<file path="src/design/keyed_table_insert_delete_lookup_core_defines.svh">
// Assertion macros shared by the keyed table design.
`ifndef KEYED_TABLE_INSERT_DELETE_LOOKUP_CORE_DEFINES_SVH
`define KEYED_TABLE_INSERT_DELETE_LOOKUP_CORE_DEFINES_SVH

// Same-cycle implication, checked out of reset.
`define KT_ASSERT_IMP(lbl, ante, cons) \
	lbl: assert property (@(posedge clk) disable iff (!arst_n) (ante) |-> (cons)) \
		else $error("kt assertion failed");

// Next-cycle implication, checked out of reset.
`define KT_ASSERT_NXT(lbl, ante, cons) \
	lbl: assert property (@(posedge clk) disable iff (!arst_n) (ante) |=> (cons)) \
		else $error("kt assertion failed");

`endif

</file>
<file path="src/design/kt_pkg.sv">
package kt_pkg;

	localparam int DEPTH      = 512;
	localparam int DATA_WIDTH = 32;
	localparam int KEY_W      = 64;
	localparam int WD_W       = 32;
	localparam int CNT_W      = 10;
	localparam int IDX_W      = (DEPTH > 1) ? $clog2(DEPTH) : 1;
	localparam int DCNT_W     = $clog2(DEPTH + 1);
	localparam int CMP_W      = (DCNT_W > CNT_W) ? DCNT_W : CNT_W;

	localparam logic [1:0] OP_ADD   = 2'd0;
	localparam logic [1:0] OP_DEL   = 2'd1;
	localparam logic [1:0] OP_FIND  = 2'd2;
	localparam logic [1:0] OP_CLEAR = 2'd3;

	localparam logic [CNT_W-1:0] CAP_RESET = CNT_W'(512);

	typedef struct packed {
		logic                    valid;
		logic [KEY_W-1:0]        key;
		logic [DATA_WIDTH-1:0]   value;
	} entry_t;

endpackage

</file>
<file path="src/design/kt_cell.sv">
module kt_cell (
	input  logic           clk,
	input  logic           arst_n,
	input  logic           shift,
	input  logic           clear,
	input  kt_pkg::entry_t d,
	output kt_pkg::entry_t q
);
	import kt_pkg::*;

	logic                  valid_q;
	logic [KEY_W-1:0]      key_q;
	logic [DATA_WIDTH-1:0] value_q;

	always_ff @(posedge clk or negedge arst_n) begin
		if (!arst_n) begin
			valid_q <= 1'b0;
		end else if (clear) begin
			valid_q <= 1'b0;
		end else if (shift) begin
			valid_q <= d.valid;
		end
	end

	always_ff @(posedge clk) begin
		if (shift) begin
			key_q   <= d.key;
			value_q <= d.value;
		end
	end

	assign q = '{valid: valid_q, key: key_q, value: value_q};

endmodule

</file>
<file path="config.mk">
export PLATFORM = sky130hd
export DESIGN_NAME = kt_cell
export DESIGN_NICKNAME = d
export VERILOG_FILES = /design/src/design/keyed_table_insert_delete_lookup_core_defines.svh /design/src/design/kt_pkg.sv /design/src/design/kt_cell.sv
export SDC_FILE = /design/constraint.sdc
export NUM_CORES = 1
export LEC_CHECK = 0
export BUFFER_PORTS_ARGS = -buffer_cell sky130_fd_sc_hd__buf_4
export CAP_MARGIN = 10
export CORE_ASPECT_RATIO = 2
export CORE_MARGIN = 2
export CORE_UTILIZATION = 37
export DETAILED_ROUTE_END_ITERATION = 8
export HOLD_SLACK_MARGIN = 0.05
export PLACE_DENSITY = 0.72
export SYNTH_ARGS = -nofsm -noshare
export SYNTH_HDL_FRONTEND = slang
export SYNTH_SLANG_ARGS = --single-unit
</file>
<file path="constraint.sdc">
create_clock -name clk -period 0.8 [get_ports clk]
set_input_delay 0.12 -clock clk [delete_from_list [all_inputs] [get_ports clk]]
set_output_delay 0.12 -clock clk [all_outputs]
set_load 0.02 [all_outputs]
</file>
# --- After elaboration in Yosys (flattened, before gate mapping) ---
# Cells that the tools add are included.
word_totals:
  output_inout_bits: 97
  ff_bits: 97
classes:
  n_mux: 2
  reduce_logical: 1
op_table:
  columns: ["cell", "n"]
  rows:
  - ["$mux W1", 2]
  - ["$reduce_bool A2 Y1", 1]

# --- Depth between registers and ports, before layout ---
logic_depth:
  depth_word: 2
  depth_mapped: 2
  ltp_nobuf: 2

# --- Least setup slack after synthesis ---
# Ideal clock, no wire load.
synth_timing:
  path_kind: "register to register"
  startpoint: "register valid_q (netlist name)"
  endpoint: "register valid_q"
  path_slack_ns: 0.176
  t_required_ns: 0.682
  arrival_time_ns: 0.506
  path_buffers: 0
  setup_ns: 0.118
  path_stages_with_launch: 3
  cell_sequence: "dfrtp_1 > mux2i_1 > nor2_1"
synth_rtl:
  columns: ["item", "line_no", "rtl"]
  rows:
  - ["end signal: assignment", "kt_cell.sv:21", "valid_q <= d.valid;"]
  - ["end: declaration", "kt_cell.sv:11", "logic valid_q;"]

# --- Worst setup path after layout ---
layout_timing:
  startpoint: "register value_q[27]"
  endpoint: "output q[27] (netlist name)"
layout_rtl:
  columns: ["item", "line_no", "rtl"]
  rows:
  - ["start: declaration", "kt_cell.sv:13", "logic [DATA_WIDTH-1:0] value_q;"]
  - ["start signal: assignment", "kt_cell.sv:28", "value_q <= d.value;"]
  - ["end: declaration", "kt_cell.sv:7", "output kt_pkg::entry_t q"]
# No word-level cell between the ends.

==> impl_metrics.csv <==
group,metric,value,unit
synthesis,ys.warnings.count,0,
critical_path,crit_family,"flip-flops",
critical_path,crit_chain,"buf_6",
clock_tree,cts_buffers,9,
placed_design,port_buffers,197,
sta,skew,0,ps
placed_design,gp_congestion,0.805,
synthesis,syn_inst,100,
routing,drc,0,
clock_tree,cts_tree,"done",
run_status,status,"finished with violations",
run_status,violations,"setup timing",
clock_tree,cts_max_level,3,
synthesis,synth.avg_cell_area,29.3,um^2
layout,final_nets,514,
routing,via_per_inst,4.32,
power,power_leakage,2.61,nW
global_routing,gr-total-overflow,0,
clock_tree,cts.root.buffer_cell,"clkbuf_16",
routing,first_iter_violations,111,
sta,setup_ws,-223,ps
routing,wl_per_cell,18.2,um
synthesis,syn-num-nets,201,
layout,multi_input_area,13.8,um^2
flow_run,maxCapViolCount,0,
synthesis,yosysUniqueCellTypes,5,
critical_path,cp-start-kind,"flip-flop",
power,pwr_density_cell,1970,nW/um^2
sta,finalSetupViolCount,98,
critical_path,crit_arrival,900,ps
clock_tree,clkTransAtPathRegs,60,ps
layout,fillers,404,
global_routing,grt_max_degree,34,
power,power.internal,9.44,mW
critical_path,path_class,"reg -> out",
power,power_switching,2.78,mW
critical_path,crit_fanout,1,
global_routing,grt_pass1_vias,2425,
sta,worst_pin_slew,180,ps
critical_path,cpMaxStageDelayCell,"edfxtp_1",
die,core_area,7660,um^2
sta,finalCritPeriodShare,1.28,
power,ir_drop,0.00166,V
routing,ant_nets,0,
routing,drtPass1Iterations,4,
die,die-width,66.9,um
global_routing,antenna_found_initial,1,
routing,drt-total-wl,9320,um
critical_path,critPathMaxStageDelay,420,ps
clock_tree,clock-sinks,97,
placed_design,pre_cts_ws,-29.2,ps
power,switching_share,0.228,
global_routing,track_usage,0.213,
critical_path,crit_path_end_kind,"output port",
synthesis,seq_area_frac_synth,0.993,
layout,seq_area,2910,um^2
sta,slew_viol_final,0,
sta,timing.fmax,978,MHz
layout,drive_gt1_frac,0.518,
synthesis,ys_ff_latch,97,
power,combPwrFrac,0.189,
sta,finalHoldViolations,0,
min_path,min_path_type,"in -> reg",
sta,rsz0062_at_grt,"true",
clock_tree,clk_latency,330,ps
sta,slew_headroom,0.880,
layout,fin_util,0.810,
power,seqPwrFrac,0.510,
die,die_y,130,um
global_routing,grt_pass1_wl,12700,um
critical_path,crit_buf_inv,1,
die,rows,45,
die,initial_core_util,0.383,
die,die_area,8690,um^2
clock_tree,cts_buffer_depth,2,
die,pin_count,198,
sta,post-route-min-period,1020,ps
layout,area.growth.synth_to_final,112,%
placed_design,dp_hpwl,5640,um
routing,route.vias.total,2212,
power,p_clk_frac,0.301,
synthesis,syn_area,2930,um^2
critical_path,crit_required,680,ps
-- cell usage in the layout, fill, tap and decap left out, types with 2 or more instances in the layout --
cell type / netlist / layout
dlygate4sd3_1: 0 / 98
clkinv_1: 0 / 3
clkbuf_16: 0 / 9
buf_12: 0 / 2
buf_4: 1 / 106
buf_6: 0 / 97
edfxtp_1: 96 / 96
-- registers in the layout, indices dropped and copies added, names as in the netlist --
signal   count
key_q       64
valid_q      1
value_q     32
-- area by class of cell --
cell class,count,area share
clock buffer,10,0.0369
multi-input combinational,2,0.00222
sequential,97,0.469
timing repair buffer,303,0.469
tap,94,0.0190
antenna,1,0.000403
clock inverter,5,0.00383
-- worst paths after layout --
check | start | to | slack, ps | cells after the start
worst max-delay path | value_q[27] | q[27] | -220 | 1
worst min-delay path | d[96] | valid_q | 60 | 3
worst max register to register | valid_q | valid_q | -10 | 3
worst min register to register | valid_q | valid_q | 660 | 3
max in group asynchronous | arst_n | valid_q | 620 | 2
min in group asynchronous | arst_n | valid_q | 100 | 2
-- per-layer routing --
metal,up-vias,track usage,part of all wire
met4,0,0.124,0.040
met3,24,0.0569,0.066
met1,1046,0.197,0.30
met5,-,0,0
met2,114,0.399,0.59
li1,1028,-,-
-- cell families after synthesis --
| kind of cell | count (synthesis) | share of synthesized area |
|---|---|---|
| DFF | 97 | 0.993 |
| and+or+nand+nor | 1 | 0.00128 |
| buffers and inverters | 1 | 0.00256 |
| muxes | 1 | 0.00342 |
-- repair_timing --
item / CTS / global route
endpoints found under the hold margin: 98 / 0
endpoints found under the setup margin: 97 / 98
hold buffers: 98 / 0
resized for setup: 89 / 8
setup buffers: 1 / 0
-- power by group through the flow --
stage | clock network (mW) | logic [mW] | registers (mW)
finish | 3.68 | 2.31 | 6.24
detailed placement | 0 | 1.65 | 6.24
global route | 3.97 | 2.40 | 6.27
CTS | 3.72 | 2.26 | 6.21
global placement | 0 | 1.62 | 6.23
floorplan | 0 | 0.0123 | 6.77
-- Yosys cell counts, drive strengths merged --
cell type,count,area (um^2)
buf,1,7.51
dfrtp,1,25.0
edfxtp,96,2880
mux2i,1,10.0
nor2,1,3.75
-- per-stage QoR --
step	setup TNS [ps]	hold WS [ps]	area (um^2)	cells	power [mW]
final	-17410	64.7	6200	512	12.2
after global routing	-20520	81.1	6200	512	12.6
after CTS	-17930	67.1	6170	511	12.2
after detailed placement	-1320	-98.6	4600	397	7.90
after global placement	-670	-101	4600	397	7.86
after floorplan	0	-176	2930	100	6.78
(Power assumes the default switching activity.)
